## src/hdl/ritoa_pkg.sv

```systemverilog
// Package for the radix integer-to-ASCII converter.
// Holds the fixed field widths, radix limits and the digit-to-ASCII mapping.
// No dependencies.
`timescale 1ns / 1ps

package ritoa_pkg;

	localparam int unsigned RADIX_W = 6;
	localparam int unsigned CHAR_W  = 7;
	localparam int unsigned IN_W    = 64;

	localparam logic [RADIX_W-1:0] RADIX_MIN = 6'd2;
	localparam logic [RADIX_W-1:0] RADIX_MAX = 6'd36;

	localparam logic [CHAR_W-1:0] CHAR_ZERO   = 7'h30;
	localparam logic [CHAR_W-1:0] CHAR_LOWER_A = 7'h61;

	// Maps a remainder (0 to 35) to its lower-case ASCII digit.
	function automatic logic [CHAR_W-1:0] digit_ascii(input logic [RADIX_W-1:0] d);
		logic [CHAR_W-1:0] c;
		if (d < 6'd10) begin
			c = CHAR_ZERO + {1'b0, d};
		end else begin
			c = CHAR_LOWER_A + {1'b0, d} - 7'd10;
		end
		return c;
	endfunction

endpackage

```

## src/hdl/radix_integer_to_ascii.sv

```systemverilog
// Each digit comes from a full pass of bit-serial division over the value;
// the converter works on one item at a time, set by the single shared
// one-bit-per-cycle divider.
// Reset: arst_n asynchronously clears the state machine and the output valid.
//
// Top level of the radix integer-to-ASCII converter.
// Depends on ritoa_pkg for widths, radix limits and the digit mapping.
`timescale 1ns / 1ps

module radix_integer_to_ascii #(
	parameter int unsigned VALUE_WIDTH = 64
) (
	input  logic                          clk,
	input  logic                          arst_n,
	input  logic                          in_valid,
	output logic                          in_ready,
	input  logic [ritoa_pkg::IN_W-1:0]    value,
	input  logic [ritoa_pkg::RADIX_W-1:0] radix,
	output logic                          out_valid,
	input  logic                          out_ready,
	output logic [ritoa_pkg::CHAR_W-1:0]  digit_char,
	output logic                          last_digit,
	output logic                          empty_res
);
	import ritoa_pkg::*;

	// The digit stack holds one remainder per digit; at most VALUE_WIDTH digits
	// arise, at radix 2.
	localparam int unsigned AW = (VALUE_WIDTH > 1) ? $clog2(VALUE_WIDTH) : 1;

	typedef enum logic [4:0] {
		S_IDLE  = 5'b00001,
		S_DIV   = 5'b00010,
		S_READ  = 5'b00100,
		S_LOAD  = 5'b01000,
		S_EMPTY = 5'b10000
	} state_t;

	state_t                   state_q;
	logic [VALUE_WIDTH-1:0]   val_q;
	logic [RADIX_W-1:0]       radix_q;
	logic [RADIX_W-1:0]       rem_q;
	logic [AW-1:0]            bit_q;
	logic [AW-1:0]            wp_q;
	logic [AW-1:0]            ptr_q;
	logic [RADIX_W-1:0]       rd_q;
	logic [RADIX_W-1:0]       stack_q [VALUE_WIDTH];

	logic                     out_valid_q;
	logic [CHAR_W-1:0]        digit_char_q;
	logic                     last_digit_q;
	logic                     empty_res_q;

	logic                     accept;
	logic                     radix_ok;
	logic [RADIX_W:0]         trial;
	logic                     fits;
	logic [RADIX_W-1:0]       rem_nx;
	logic [VALUE_WIDTH-1:0]   val_nx;
	logic                     digit_done;
	logic                     stack_we;
	logic                     out_free;

	assign in_ready = (state_q == S_IDLE);
	assign accept   = in_valid && in_ready;
	assign radix_ok = (radix >= RADIX_MIN) && (radix <= RADIX_MAX);
	assign out_free = !out_valid_q || out_ready;

	// One restoring-division step: shift the next value bit into the partial
	// remainder and subtract the radix when it fits. The quotient bit shifts
	// into the bottom of the value register, so after VALUE_WIDTH steps the
	// register holds the quotient and the last step's rem_nx is the remainder.
	always_comb begin
		trial  = {rem_q, val_q[VALUE_WIDTH-1]};
		fits   = trial >= {1'b0, radix_q};
		rem_nx = fits ? RADIX_W'(trial - {1'b0, radix_q}) : trial[RADIX_W-1:0];
		val_nx = {val_q[VALUE_WIDTH-2:0], fits};
	end

	assign digit_done = (state_q == S_DIV) && (bit_q == AW'(VALUE_WIDTH - 1));
	assign stack_we   = digit_done;

	// Digit stack: remainders are pushed least significant first and popped in
	// reverse, which gives the most significant digit first.
	always_ff @(posedge clk) begin
		if (stack_we) begin
			stack_q[wp_q] <= rem_nx;
		end
		rd_q <= stack_q[ptr_q];
	end

	always_ff @(posedge clk or negedge arst_n) begin
		if (!arst_n) begin
			state_q <= S_IDLE;
		end else begin
			case (state_q)
				S_IDLE: begin
					if (accept) begin
						state_q <= radix_ok ? S_DIV : S_EMPTY;
					end
				end
				S_DIV: begin
					if (digit_done && (val_nx == '0)) begin
						state_q <= S_READ;
					end
				end
				S_READ: begin
					state_q <= S_LOAD;
				end
				S_LOAD: begin
					if (out_free) begin
						state_q <= (ptr_q == '0) ? S_IDLE : S_READ;
					end
				end
				S_EMPTY: begin
					if (out_free) begin
						state_q <= S_IDLE;
					end
				end
				default: begin
					state_q <= S_IDLE;
				end
			endcase
		end
	end

	// Datapath registers of the divider and the stack pointers.
	always_ff @(posedge clk) begin
		case (state_q)
			S_IDLE: begin
				val_q   <= value[VALUE_WIDTH-1:0];
				radix_q <= radix;
				rem_q   <= '0;
				bit_q   <= '0;
				wp_q    <= '0;
			end
			S_DIV: begin
				val_q <= val_nx;
				if (digit_done) begin
					rem_q <= '0;
					bit_q <= '0;
					if (val_nx != '0) begin
						wp_q <= wp_q + 1'b1;
					end else begin
						ptr_q <= wp_q;
					end
				end else begin
					rem_q <= rem_nx;
					bit_q <= bit_q + 1'b1;
				end
			end
			S_LOAD: begin
				if (out_free && (ptr_q != '0)) begin
					ptr_q <= ptr_q - 1'b1;
				end
			end
			default: begin
			end
		endcase
	end

	// Output register: a finished word waits here while the next digit is read or the next item is taken.
	always_ff @(posedge clk or negedge arst_n) begin
		if (!arst_n) begin
			out_valid_q <= 1'b0;
		end else if (((state_q == S_LOAD) || (state_q == S_EMPTY)) && out_free) begin
			out_valid_q <= 1'b1;
		end else if (out_ready) begin
			out_valid_q <= 1'b0;
		end
	end

	always_ff @(posedge clk) begin
		if ((state_q == S_LOAD) && out_free) begin
			digit_char_q <= digit_ascii(rd_q);
			last_digit_q <= (ptr_q == '0);
			empty_res_q  <= 1'b0;
		end else if ((state_q == S_EMPTY) && out_free) begin
			digit_char_q <= '0;
			last_digit_q <= 1'b1;
			empty_res_q  <= 1'b1;
		end
	end

	assign out_valid  = out_valid_q;
	assign digit_char = digit_char_q;
	assign last_digit = last_digit_q;
	assign empty_res  = empty_res_q;

endmodule

```

## config.mk

```make
export PLATFORM = sky130hd
export DESIGN_NAME = radix_integer_to_ascii
export DESIGN_NICKNAME = d
export VERILOG_FILES = /design/src/hdl/ritoa_pkg.sv /design/src/hdl/radix_integer_to_ascii.sv
export SDC_FILE = /design/constraint.sdc
export NUM_CORES = 1
export LEC_CHECK = 0
export ABC_AREA = 1
export BUFFER_PORTS_ARGS = -buffer_cell sky130_fd_sc_hd__buf_2
export CORE_MARGIN = 5
export CORE_UTILIZATION = 42
export DETAILED_ROUTE_END_ITERATION = 8
export MAX_ROUTING_LAYER = met4
export PLACE_DENSITY = 0.62
export RECOVER_POWER = 50
export SETUP_SLACK_MARGIN = 0.5
export SLEW_MARGIN = 20
export SYNTH_ARGS = -nofsm -noshare
export SYNTH_HDL_FRONTEND = slang
export SYNTH_SLANG_ARGS = --single-unit
```

## constraint.sdc

```tcl
create_clock -name clk -period 4.3 [get_ports clk]
set_clock_uncertainty 0.2 [all_clocks]
set_input_delay 0.215 -clock clk [delete_from_list [all_inputs] [get_ports clk]]
set_output_delay 0.215 -clock clk [all_outputs]
set_load 0.02 [all_outputs]
```

==> results.txt <==
----------------------------------------------------
[Outcome]
  Status ... complete, but fails checks
  Violated checks ... max-capacitance violations, max-slew violations

[Detailed routing]
  Post-detailed-routing wire length ... 52.9 mm
  Post-route ant nets ... 0
  Starting DRC count in detailed routing ... 1191
  Via density per instance ... 5.17
  Via count ... 14800
  DRC violations left ... 0
  Wire per inst ... 18.4 um
  First-pass detailed-route iteration total ... 7

[Power]
  Switching power as a share of total power ... 36.0%
  Combinational share of power ... 29.3%
  Total power consumption of the routed design ... 17.8 mW
  Part of the power in the clock network ... 23.3%
  Power density normalized to cell area ... 724 mW/mm^2
  Register share of total power ... 47.4%
  Net load switching power ... 6.42 mW
  Peak supply drop ... 0.920 mV
  Internal power consumption ... 11.4 mW
  Static leakage ... 9.45 nW

[Synthesis]
  Syn avg cell area ... 10.6 um^2
  Distinct cell type count after synthesis ... 39
  Seq cells post-synth ... 499
  Primary flip-flop cell chosen by synthesis mapping ... edfxtp_1
  Number of warnings reported in the yosys synthesis log ... 0
  Number of flops mapped to enable cells by yosys ... 486
  Nets in the synthesized netlist ... 2108
  Async set or reset register ratio after synthesis ... 1.20%
  Post-Synthesis Cells ... 2020
  Register area share after synthesis ... 69.3%
  Syn Std Cell Area ... 0.0215 mm^2

[Placement]
  I/O Buffers ... 84
  Routability Congestion ... 0.852
  Post-detailed-placement half-perimeter wirelength ... 31.8 mm
  Placement Cell Area ... 0.0224 mm^2

[Clock network]
  Setup repair bufs after CTS ... 0
  Cts-stage hold buffer count ... 74
  Clock tree from TritonCTS ... done
  Number of clock buffers inserted by TritonCTS ... 52
  Root buf cell ... clkbuf_16
  Post-cts gate resize count ... 0
  Clock latency at the later pin of the worst-skew pair ... 0.60 ns
  Maximum root-to-sink buffer count ... 3
  Clock sink count ... 499
  Register clock-pin slew on the reported worst setup and hold paths ... 0.06 ns
  H-tree depth ... 2

[Final layout]
  Largest Register ... stack_q
  Highest-count cells in the layout ignoring fill and taps ... 825 x nand2_1, 486 x edfxtp_1, 234 x nand3_1
  Layout cells sized above 1 ... 8.05%
  Final Util ... 48.9%
  Finished Cell Area ... 0.0246 mm^2
  Number of inserted diodes ... 0
  Number of flip-flops under the largest register name ... 384
  Sequential Area ... 0.0149 mm^2
  Final nets ... 2246
  Area of combinational cells with multiple inputs ... 0.00573 mm^2
  Fill cell instance count of the final layout ... 4534
  Leading cell type in the layout, fill and taps excluded ... nand2_1
  Area added between synthesis and finish ... 14.5%

[STA]
  Achievable frequency ... 278 MHz
  Post-Route Setup TNS ... 0 ns
  Worst-margin pin slew ... 2.39 ns
  RSZ-0062 raised after global routing ... false
  Final period util ... 83.8%
  Final Hold Violating Endpoints ... 0
  Worst max-slew margin expressed relative to the limit ... -59.2%
  Finish-stage setup viols ... 0
  Max-slew violation count ... 195
  Post-route minimum period ... 3.60 ns

[Critical path]
  Setup crit end kind ... register
  Highest-delay cell along the critical path ... nor2_1
  Critical path data arrival time ... 3.63 ns
  Top fanout value on the critical path ... 10
  Family of cells with the greatest summed delay on the critical path ... simple AND/OR/NAND/NOR gates
  Buffers and inverters on the worst path ... 0
  Ordered list of cells on the worst path ... nor2_1 -> nand4_1 -> nor2_1 -> nand3_1 -> nor2_1
  Critical path's largest stage delay ... 0.69 ns
  Critical path start-end classification ... reg -> reg
  Worst EP required ... 4.32 ns
  Most used cell along the critical path ... nor2_1
  Kind of start point of the critical path ... register

[Die]
  Core area ... 0.0504 mm^2
  Die outline area ... 0.0558 mm^2
  Placement Rows ... 82
  Starting density of the core ... 42.7%
  Die Span X ... 236 um
  Die H ... 236 um
  Count of pins on the block boundary ... 85

[Run]
  Maxcap violations ... 1

[GRT]
  Grt total ovfl ... 0
  Antenna violations before repair ... 0
  Maximum number of pins on one net before global-route repair ... 195
  Vias in the first global route ... 14700
  Overall track demand over capacity in global routing ... 19.2%
  Wire length of the first global-routing pass ... 82.9 mm

[Min path]
  Path category of the worst min-delay check ... in -> reg

----------------------------------------------------
[cell usage after synthesis (9+ instances only)]
cell type / n / area share, %
nand2_1: 824 / 14
buf_4: 24 / 0.84
a21oi_1: 61 / 1.4
clkbuf_1: 17 / 0.30
nor2_1: 141 / 2.5
nor3_1: 9 / 0.21
nand3_1: 232 / 5.4
o21ai_0: 31 / 0.72
ha_1: 13 / 0.76
edfxtp_1: 486 / 68
inv_1: 63 / 1.1
buf_2: 45 / 1.0
inv_2: 12 / 0.21
[metrics by stage]
step	hold WS [ns]	instances	setup slack [ns]
floorplan	-0.281	2020	1.01
global placement	-0.159	2701	1.32
detailed placement	-0.156	2701	1.22
CTS	0.153	2869	1.17
global route	0.224	2870	0.358
finish	0.218	2870	0.697
[power by group through the flow]
stage	registers [mW]	clock network [mW]	logic (mW)
2_1_floorplan	8.42	0	3.12
3_3_place_gp	8.48	0	5.19
3_5_place_dp	8.50	0	5.30
4_1_cts	8.40	4.23	5.38
5_1_grt	8.52	4.43	5.85
6_report	8.45	4.16	5.21
[tightest hold or removal path: stages]
cell and delay [ns]:
dlygate4sd3_1 0.51, buf_2 0.11, inv_1 0.03, nand2_1 0.07, nand2_1 0.06
[path summary, 6_finish.rpt]
kind	slack, ns	to	cells past startpoint	startpoint
hold reg to reg	0.26	empty_res	2	empty_res
max in group asynchronous	3.26	state_q[0]	3	arst_n
min in group asynchronous	0.37	out_valid	3	arst_n
hold / removal	0.22	state_q[0]	5	in_valid
setup reg to reg	0.70	stack_q[59][2]	5	state_q[3]
setup / recovery	0.70	stack_q[59][2]	5	state_q[3]
[cell type report]
cell class	instances	area share, %
inverter	75	1.17
tap	672	3.42
clock inverter	32	0.778
sequential	499	60.5
timing repair buffer	180	5.37
clock buffer	62	5.53
multi-input combinational	1350	23.3
[logic make-up after synthesis]
family,share of synthesized area [%]
AO/OA/AOI/OAI,2.47
XOR/XNOR,0.122
adder cells (fa/ha/maj),0.850
buffers and inverters,3.74
flip-flops,69.3
AND/OR/NAND/NOR,23.6
[metal layers]
metal	up-vias	GRT usage (%)	wire (um)
met4	0	6.10	1500
met3	84	3.20	3510
li1	7124	-	-
met1	7131	25.3	22700
met2	496	30.7	25200
met5	-	-	0
Note: power is estimated with default switching activity, not from simulation.
